==> src/design/sha1_pkg.sv <==
// Shared constants and types for the SHA-1 stream hasher.
package sha1_pkg;

  localparam int WordW     = 32;
  localparam int BlockDepth = 16;
  localparam int QueueDepth = 4;
  localparam int Rounds    = 80;

  localparam logic [31:0] H0 = 32'h67452301;
  localparam logic [31:0] H1 = 32'hEFCDAB89;
  localparam logic [31:0] H2 = 32'h98BADCFE;
  localparam logic [31:0] H3 = 32'h10325476;
  localparam logic [31:0] H4 = 32'hC3D2E1F0;
  localparam logic [31:0] K0 = 32'h5A827999;
  localparam logic [31:0] K1 = 32'h6ED9EBA1;
  localparam logic [31:0] K2 = 32'h8F1BBCDC;
  localparam logic [31:0] K3 = 32'hCA62C1D6;
  localparam logic [31:0] PadWord = 32'h80000000;

  // Classified word handed from the front end to the core.
  typedef enum logic [1:0] {
    OP_DATA,   // plain block word
    OP_PAD,    // padding-produced word
    OP_LEN_HI, // last word before length low; no digest
    OP_FINAL   // length low word: emit digest after the block
  } op_t;

  typedef struct packed {
    logic [31:0] word;
    op_t         op;
  } qitem_t;

endpackage

==> src/design/sha1_front.sv <==
// Front end: takes message words, builds padding and length words.
module sha1_front (
  input  logic                 clk,
  input  logic                 rst,
  input  logic                 in_valid,
  output logic                 in_stall,
  input  logic [31:0]          message_word,
  input  logic [2:0]           valid_bytes,
  input  logic                 last_word,
  output logic                 q_valid,
  input  logic                 q_full,
  output sha1_pkg::qitem_t     q_item
);
  import sha1_pkg::*;

  typedef enum logic [2:0] {S_IN, S_PAD80, S_ZERO, S_LENHI, S_LENLO} state_t;

  state_t      state;
  logic [3:0]  pos;
  logic [63:0] bit_len;
  logic [2:0]  nb;
  logic [31:0] keep;
  logic [31:0] tail;
  logic [63:0] len_next;

  // Saturate byte count and build the final data word
  always_comb begin
    nb = (valid_bytes > 3'd4) ? 3'd4 : valid_bytes;
    case (nb)
      3'd0:    begin keep = 32'h0;        tail = 32'h80000000; end
      3'd1:    begin keep = 32'hFF000000; tail = 32'h00800000; end
      3'd2:    begin keep = 32'hFFFF0000; tail = 32'h00008000; end
      3'd3:    begin keep = 32'hFFFFFF00; tail = 32'h00000080; end
      default: begin keep = 32'hFFFFFFFF; tail = 32'h0;        end
    endcase
    len_next = bit_len + (last_word ? {58'd0, nb, 3'd0} : 64'd32);
  end

  assign in_stall = (state != S_IN) || q_full;

  // Drive the queue from the current state
  always_comb begin
    q_valid = 1'b0;
    q_item  = '{word: 32'h0, op: OP_DATA};
    unique case (state)
      S_IN: begin
        q_valid = in_valid;
        q_item  = '{word: last_word ? ((message_word & keep) | tail) : message_word,
                    op: OP_DATA};
      end
      S_PAD80: begin q_valid = 1'b1; q_item = '{word: PadWord, op: OP_PAD}; end
      S_ZERO:  begin q_valid = 1'b1; q_item = '{word: 32'h0, op: OP_PAD}; end
      S_LENHI: begin q_valid = 1'b1; q_item = '{word: bit_len[63:32], op: OP_LEN_HI}; end
      S_LENLO: begin q_valid = 1'b1; q_item = '{word: bit_len[31:0], op: OP_FINAL}; end
      default: ;
    endcase
  end

  // Advance sequencing on each queue transfer
  always_ff @(posedge clk) begin
    if (rst) begin
      state   <= S_IN;
      pos     <= 4'd0;
      bit_len <= 64'd0;
    end else if (q_valid && !q_full) begin
      pos <= pos + 4'd1;
      unique case (state)
        S_IN: begin
          bit_len <= len_next;
          if (last_word) begin
            if (nb == 3'd4)           state <= S_PAD80;
            else if (pos == 4'd13)    state <= S_LENHI;
            else                      state <= S_ZERO;
          end
        end
        S_PAD80, S_ZERO: state <= (pos == 4'd13) ? S_LENHI : S_ZERO;
        S_LENHI: state <= S_LENLO;
        S_LENLO: begin
          state   <= S_IN;
          pos     <= 4'd0;
          bit_len <= 64'd0;
        end
        default: state <= S_IN;
      endcase
    end
  end
endmodule

==> src/design/sha1_queue.sv <==
// Short FIFO between the front end and the compression core.
module sha1_queue #(
  parameter int Depth = sha1_pkg::QueueDepth
) (
  input  logic             clk,
  input  logic             rst,
  input  logic             wr_valid,
  output logic             full,
  input  sha1_pkg::qitem_t wr_item,
  output logic             rd_valid,
  input  logic             rd_take,
  output sha1_pkg::qitem_t rd_item
);
  import sha1_pkg::*;

  localparam int AW = $clog2(Depth);

  qitem_t        mem [Depth];
  logic [AW-1:0] wp;
  logic [AW-1:0] rp;
  logic [AW:0]   count;
  logic          do_wr;
  logic          do_rd;

  assign full     = (count == Depth[AW:0]);
  assign rd_valid = (count != '0);
  assign rd_item  = mem[rp];
  assign do_wr    = wr_valid && !full;
  assign do_rd    = rd_take && rd_valid;

  // Store entries
  always_ff @(posedge clk) begin
    if (do_wr) mem[wp] <= wr_item;
  end

  // Track pointers and fill
  always_ff @(posedge clk) begin
    if (rst) begin
      wp <= '0; rp <= '0; count <= '0;
    end else begin
      if (do_wr) wp <= (wp == AW'(Depth - 1)) ? '0 : wp + 1'b1;
      if (do_rd) rp <= (rp == AW'(Depth - 1)) ? '0 : rp + 1'b1;
      count <= count + (AW+1)'(do_wr) - (AW+1)'(do_rd);
    end
  end
endmodule

==> src/design/sha1_core.sv <==
// Compression core: loads block words, runs 80 rounds, emits digest.
module sha1_core (
  input  logic             clk,
  input  logic             rst,
  input  logic             q_valid,
  output logic             q_take,
  input  sha1_pkg::qitem_t q_item,
  output logic             out_valid,
  input  logic             out_stall,
  output logic [31:0]      digest_word,
  output logic [2:0]       digest_index,
  output logic             digest_last
);
  import sha1_pkg::*;

  typedef enum logic [1:0] {S_LOAD, S_ROUND, S_SUM, S_EMIT} state_t;

  state_t      state;
  logic [31:0] w [BlockDepth];
  logic [31:0] h [5];
  logic [31:0] a, b, c, d, e;
  logic [6:0]  rnd;
  logic [3:0]  pos;
  logic        fin;
  logic [2:0]  idx;
  logic [3:0]  t4;
  logic [31:0] wx, wt, f, k, tmp;

  // Round function and schedule expansion
  always_comb begin
    t4 = rnd[3:0];
    wx = w[t4 + 4'd13] ^ w[t4 + 4'd8] ^ w[t4 + 4'd2] ^ w[t4];
    wt = (rnd >= 7'd16) ? {wx[30:0], wx[31]} : w[t4];
    if (rnd < 7'd20)      begin f = (b & c) | (~b & d);          k = K0; end
    else if (rnd < 7'd40) begin f = b ^ c ^ d;                   k = K1; end
    else if (rnd < 7'd60) begin f = (b & c) | (b & d) | (c & d); k = K2; end
    else                  begin f = b ^ c ^ d;                   k = K3; end
    tmp = {a[26:0], a[31:27]} + f + e + wt + k;
  end

  assign q_take       = (state == S_LOAD);
  assign out_valid    = (state == S_EMIT);
  assign digest_word  = h[idx];
  assign digest_index = idx;
  assign digest_last  = (idx == 3'd4);

  // Sequence load, rounds, chain update and digest output
  always_ff @(posedge clk) begin
    if (rst) begin
      state <= S_LOAD;
      pos   <= 4'd0;
      rnd   <= 7'd0;
      idx   <= 3'd0;
      fin   <= 1'b0;
      h     <= '{H0, H1, H2, H3, H4};
    end else begin
      unique case (state)
        S_LOAD: if (q_valid) begin
          w[pos] <= q_item.word;
          pos    <= pos + 4'd1;
          if (pos == 4'd15) begin
            fin   <= (q_item.op == OP_FINAL);
            a <= h[0]; b <= h[1]; c <= h[2]; d <= h[3]; e <= h[4];
            rnd   <= 7'd0;
            state <= S_ROUND;
          end
        end
        S_ROUND: begin
          w[t4] <= wt;
          e <= d; d <= c; c <= {b[1:0], b[31:2]}; b <= a; a <= tmp;
          rnd <= rnd + 7'd1;
          if (rnd == 7'(Rounds - 1)) state <= S_SUM;
        end
        S_SUM: begin
          h[0] <= h[0] + a; h[1] <= h[1] + b; h[2] <= h[2] + c;
          h[3] <= h[3] + d; h[4] <= h[4] + e;
          idx   <= 3'd0;
          state <= fin ? S_EMIT : S_LOAD;
        end
        S_EMIT: if (!out_stall) begin
          idx <= idx + 3'd1;
          if (idx == 3'd4) begin
            h     <= '{H0, H1, H2, H3, H4};
            state <= S_LOAD;
          end
        end
        default: state <= S_LOAD;
      endcase
    end
  end
endmodule

==> src/design/sha1_stream_hasher_top.sv <==
// SHA-1 stream hasher top level: front end, queue and compression core.
// Each 16-word block is loaded from the queue, then compressed one round per cycle
// (80 rounds plus a chain-update step). A four-entry queue lets the front end
// keep taking words while the core runs, until the queue is full. On the last
// word the front end adds padding and length words at one per cycle while the
// queue is not full, then the five digest words leave H0 first, one per transfer.
module sha1_stream_hasher_top (
  input  logic        clk,
  input  logic        rst,
  input  logic        in_valid,
  output logic        in_stall,
  input  logic [31:0] message_word,
  input  logic [2:0]  valid_bytes,
  input  logic        last_word,
  output logic        out_valid,
  input  logic        out_stall,
  output logic [31:0] digest_word,
  output logic [2:0]  digest_index,
  output logic        digest_last
);
  import sha1_pkg::*;

  logic   fq_valid, fq_full, qc_valid, qc_take;
  qitem_t fq_item, qc_item;

  sha1_front u_front (
    .clk, .rst, .in_valid, .in_stall, .message_word, .valid_bytes, .last_word,
    .q_valid(fq_valid), .q_full(fq_full), .q_item(fq_item)
  );

  sha1_queue #(.Depth(QueueDepth)) u_queue (
    .clk, .rst, .wr_valid(fq_valid), .full(fq_full), .wr_item(fq_item),
    .rd_valid(qc_valid), .rd_take(qc_take), .rd_item(qc_item)
  );

  sha1_core u_core (
    .clk, .rst, .q_valid(qc_valid), .q_take(qc_take), .q_item(qc_item),
    .out_valid, .out_stall, .digest_word, .digest_index, .digest_last
  );
endmodule

==> config.mk <==
export PLATFORM = sky130hd
export DESIGN_NAME = sha1_stream_hasher_top
export DESIGN_NICKNAME = d
export VERILOG_FILES = /design/src/design/sha1_pkg.sv /design/src/design/sha1_front.sv /design/src/design/sha1_queue.sv /design/src/design/sha1_core.sv /design/src/design/sha1_stream_hasher_top.sv
export SDC_FILE = /design/constraint.sdc
export NUM_CORES = 2
export LEC_CHECK = 0
export BUFFER_PORTS_ARGS = -buffer_cell sky130_fd_sc_hd__clkbuf_2
export CORE_MARGIN = 10
export CORE_UTILIZATION = 50
export DETAILED_ROUTE_END_ITERATION = 8
export HOLD_SLACK_MARGIN = 0.1
export PLACE_DENSITY = 0.75
export RECOVER_POWER = 100
export SLEW_MARGIN = 20
export SYNTH_ARGS = -nofsm -noshare
export SYNTH_HDL_FRONTEND = slang
export SYNTH_SLANG_ARGS = --single-unit
==> constraint.sdc <==
create_clock -name clk -period 24.4 [get_ports clk]
set_clock_uncertainty 0.15 [all_clocks]
set_input_delay 1.22 -clock clk [delete_from_list [all_inputs] [get_ports clk]]
set_output_delay 1.22 -clock clk [all_outputs]
set_load 0.005 [all_outputs]
==> flow_results.org <==
** Status
- The run finished, with violations left.
- Violated checks :: capacitance limit, slew limit

** Timing
- Worst slew margin relative to its limit :: -5.648
- Final Cycle Share :: 0.6496
- Final number of setup-violating endpoints :: 0
- Aggregate negative setup slack :: 0 ns
- Final hold violation count :: 0
- Final hold analysis gives a worst-case slack of 0.3435 ns.
- Final critical path time including I/O delays and setup :: 15.85 ns
- Worst-margin pin slew :: 9.971 ns
- The final count of pins violating max slew is 1891.
- For this run, the top clock speed supported by timing is around 63 MHz.
- Setup repair after global routing left no endpoint under its margin.

** Logic synthesis
- Async S/R FF share, synth :: 0
- Syn Std Cell Area :: roughly 0.07 mm^2
- Average cell area after synthesis :: 12.69 um^2
- Gate Count Post-Synth :: 5393
- Of the synthesized area, sequential elements account for 0.4299.
- Synthesized Nets :: 5796
- In this run, distinct cell masters in the synthesized netlist total 95.
- The synthesized design contains 808 enable-type register cells.
- In the synthesized netlist the dominant register cell turns out to be edfxtp_1.
- Synth warnings :: 0
- Synthesis inferred 1066 register bits.

** Run
- Maximum Capacitance Violations :: 54

** Global route
- Overall track demand over capacity in global routing :: 0.2556
- The initial antenna violation count was 5.
- For met2 alone, demand over resource in global routing was 0.3965.
- Maximum number of pins on one net before global-route repair :: 161
- After global routing the overflow that remains totals 0.
- In this run the most used layer during global routing was met2.
- GR Util met3 :: 0.05847
- For this run, global-route usage on met1 was measured as 0.3394.
- Via count of the first global-routing pass :: 47592
- The first global-routing pass estimated 299600 um of wire.

** Placed design
- Once placement finished, the instance area stood at between 0.07 and 0.08 mm^2.
- During placement, the flow inserted port buffers numbering between 70 and 80.
- Routability-driven placement finished with a final weighted congestion of about 0.95.
- Sum of net half-perimeters after detailed placement :: 127900 um

** Final layout
- Final net count :: around 5700
- The layout has around 11000 filler cells.
- Most common library cell in the layout ignoring fill and taps :: edfxtp_1
- In the final layout, the share of cells above drive strength 1 is 0.1840.
- Most frequent cells in the layout :: edfxtp_1 (808), mux4_2 (671), nand2_1 (558)
- Area of all placed cells without fillers :: 0.07399 mm^2
- Relative to the synthesized area, the layout overhead comes to 8.084%.

** CTS
- Clock tree synthesis selected as its root buffer the cell clkbuf_16.
- Post-CTS setup buffers :: 0
- CTS saw 1066 sinks.
- Clock Latency Late Sink :: ~0.77 ns
- TritonCTS built the clock tree.
- The clock passes through at most 3 buffers.
- Number of H-tree branching levels :: 3
- TritonCTS created 110 clock buffers.
- # resized after CTS :: 0
- After clock tree synthesis, the flow added hold-fix buffers numbering 0.
- Clock slew seen by the registers of the worst setup and hold paths :: about 0.060 ns

** Hold path
- For hold timing, the worst endpoint is u_core.h[108].
- The worst hold path passes through 2 cells.
- The tightest min-delay check is of the register to register type.
- Origin of the worst min-delay path :: u_core.h[108]

** Critical path
- Arrival @ worst endpoint :: about 16 ns
- Element type at the critical path end :: register
- For the worst flop-to-flop path, the logic depth is 25.
- The critical path contains buffers and inverters numbering 6 combined.
- Among the stages of the critical path, the cell type that occurs most often is fa_1.
- Critical-path cell with the highest stage delay :: clkbuf_1
- R2r endpoint :: u_core.a[31]
- For this run, the slowest stage of the critical path takes around 4.6 ns.
- Largest fanout of any net on the critical path :: 97
- The worst setup path is launched from a register.
- Critical register-to-register path startpoint :: u_core.rnd[0]
- STA puts the critical path data required time at 24.70 ns.
- The critical path is of the register to register type.
- Across all register-to-register paths, the minimum setup slack is 8.55 ns.
- Among cell families on the critical path, the largest total delay comes from buffers and inverters.

** Routing
- Before antenna repair, the detailed router went through 8 iterations.
- Number of vias in the routed layout :: between 40000 and 50000
- Number of nets with antenna violations after routing :: 0
- After detailed routing, the number of remaining DRC violations is 0.
- Initial DRC Count :: 6519
- Detailed-route wire length per cell :: 27.55 um
- Routed WL :: 198900 um
- Detailed-route vias per instance :: slightly below 7

** Floorplan
- 78 I/O pins were placed.
- The floorplan step defined a die boundary enclosing 0.1521 mm^2.
- From bottom edge to top edge, the die measures 390.0 um.
- The core region is 0.1358 mm^2.
- The initialized floorplan defines 135 standard-cell rows.
- The initial utilization of the core area, before any placement, comes to 0.5041.
- Horiz. Die Dim :: 390.0 um

** Power and ir drop
- The worst-case IR drop observed on VDD is 0.06119 mV.
- In this run the static leakage power is 25.64 nW.
- For this design the ratio of total power to cell area is 74.85 mW/mm^2.
[sequential cells by signal, indices dropped and copies added, names as in the netlist, named ones only]
name,count
u_core.a,32
u_core.fin,1
u_core.state,2
u_queue.mem,136
u_queue.wp,2
u_core.b,32
u_queue.count,3
u_core.pos,4
u_core.w,512
u_front.state,3
u_core.h,160
u_queue.rp,2
u_core.rnd,7
u_core.e,32
u_core.c,32
u_core.digest_index,3
u_front.pos,4
u_front.bit_len,61
u_core.d,32
[cell usage after synthesis, types with 24 or more instances]
master    number  share of area
a211oi_1      28         0.0031
a21o_1        89         0.0098
a21oi_1      234          0.017
a22oi_1       46         0.0050
a31oi_1       31         0.0028
and3_1        24         0.0022
buf_1         38         0.0021
buf_2        100         0.0073
clkbuf_1     162         0.0089
dfxtp_1      258          0.075
edfxtp_1     808           0.35
fa_1         126          0.037
ha_1         237          0.043
inv_1        256          0.014
mux2i_1       79          0.012
mux4_2       671           0.22
nand2_1      558          0.031
nand2b_1      73         0.0067
nand3_1       60         0.0044
nand4_1       26         0.0024
nor2_1       363          0.020
nor2b_1       45         0.0041
nor3_1        62         0.0045
o21ai_0      200          0.015
o21ai_1       43         0.0031
o22ai_1       85         0.0078
or3_1         31         0.0028
xnor2_1      143          0.018
xor2_1       172          0.022
[where the power goes]
| part | leakage [nW] | total, mW | internal [mW] | switching [mW] |
|---|---|---|---|---|
| clock | 1.80 | 1.75 | 0.997 | 0.756 |
| sequential | 9.39 | 2.36 | 2.30 | 0.0632 |
| combinational | 14.4 | 1.42 | 0.522 | 0.898 |
[cell families (layout without fill, tap and decap cells)]
logic type,Yosys count,count (layout),share of synthesized area
and+or+nand+nor,1330,1330,0.08720
DFF,1066,1066,0.4299
AOI/OAI and AO/OA,973,973,0.09182
muxes,770,770,0.2356
buffers and inverters,576,619,0.03504
adders and majority gates,363,363,0.08016
xor gates and xnor gates,315,315,0.04030
other,0,3,0
[worst register-to-register path: cells and delay by family, from the launching register on]
family | cells | cell delay [ns]
compound gates | 8 | 2.53
xor+xnor | 3 | 0.53
fa+ha+maj | 5 | 3.50
buf+inv | 6 | 6.29
flops | 1 | 1.45
mux | 2 | 0.96
simple gates | 1 | 0.15
[stage by stage]
step | setup slack, ns | cells | utilization | power (mW)
2_1_floorplan | 10.67 | 5393 | - | 3.359
5_1_grt | 7.191 | 7220 | 0.5448 | 5.756
4_1_cts | 14.64 | 7215 | 0.5469 | 5.551
3_3_place_gp | 14.92 | 7008 | 0.5194 | 3.756
6_report | 8.550 | 7220 | 0.5448 | 5.538
3_5_place_dp | 14.63 | 7008 | 0.5194 | 3.811
[layer usage]
layer	up-vias	routed length (um)
li1	20620	-
met5	-	12
met4	2	10980
met3	557	24000
met1	24541	72380
met2	3420	91580
[how the worst max path moves through the flow]
stage                              from            to  depth (start not counted)
final                     u_core.rnd[0]  u_core.a[31]                         25
after global routing      u_core.rnd[0]  u_core.a[30]                         22
after CTS                 u_core.rnd[0]  u_core.a[30]                         24
after detailed placement  u_core.rnd[0]  u_core.a[30]                         24
after global placement    u_core.rnd[0]  u_core.a[30]                         24
after floorplan                     rst   u_core.a[0]                          4
[area by class of cell]
cell class / count / area (um^2) / area share
clock inverter: 55 / 646.9 / 0.008743
tap: 1781 / 2228 / 0.03012
inverter: 258 / 968.4 / 0.01309
clock buffer: 152 / 3095 / 0.04184
antenna: 3 / 7.507 / 0.0001015
multi-input combinational: 3751 / 36760 / 0.4968
sequential: 1066 / 29450 / 0.3980
timing repair buffer: 154 / 835.8 / 0.01130
No activity file was read; power rests on OpenSTA's default activity.
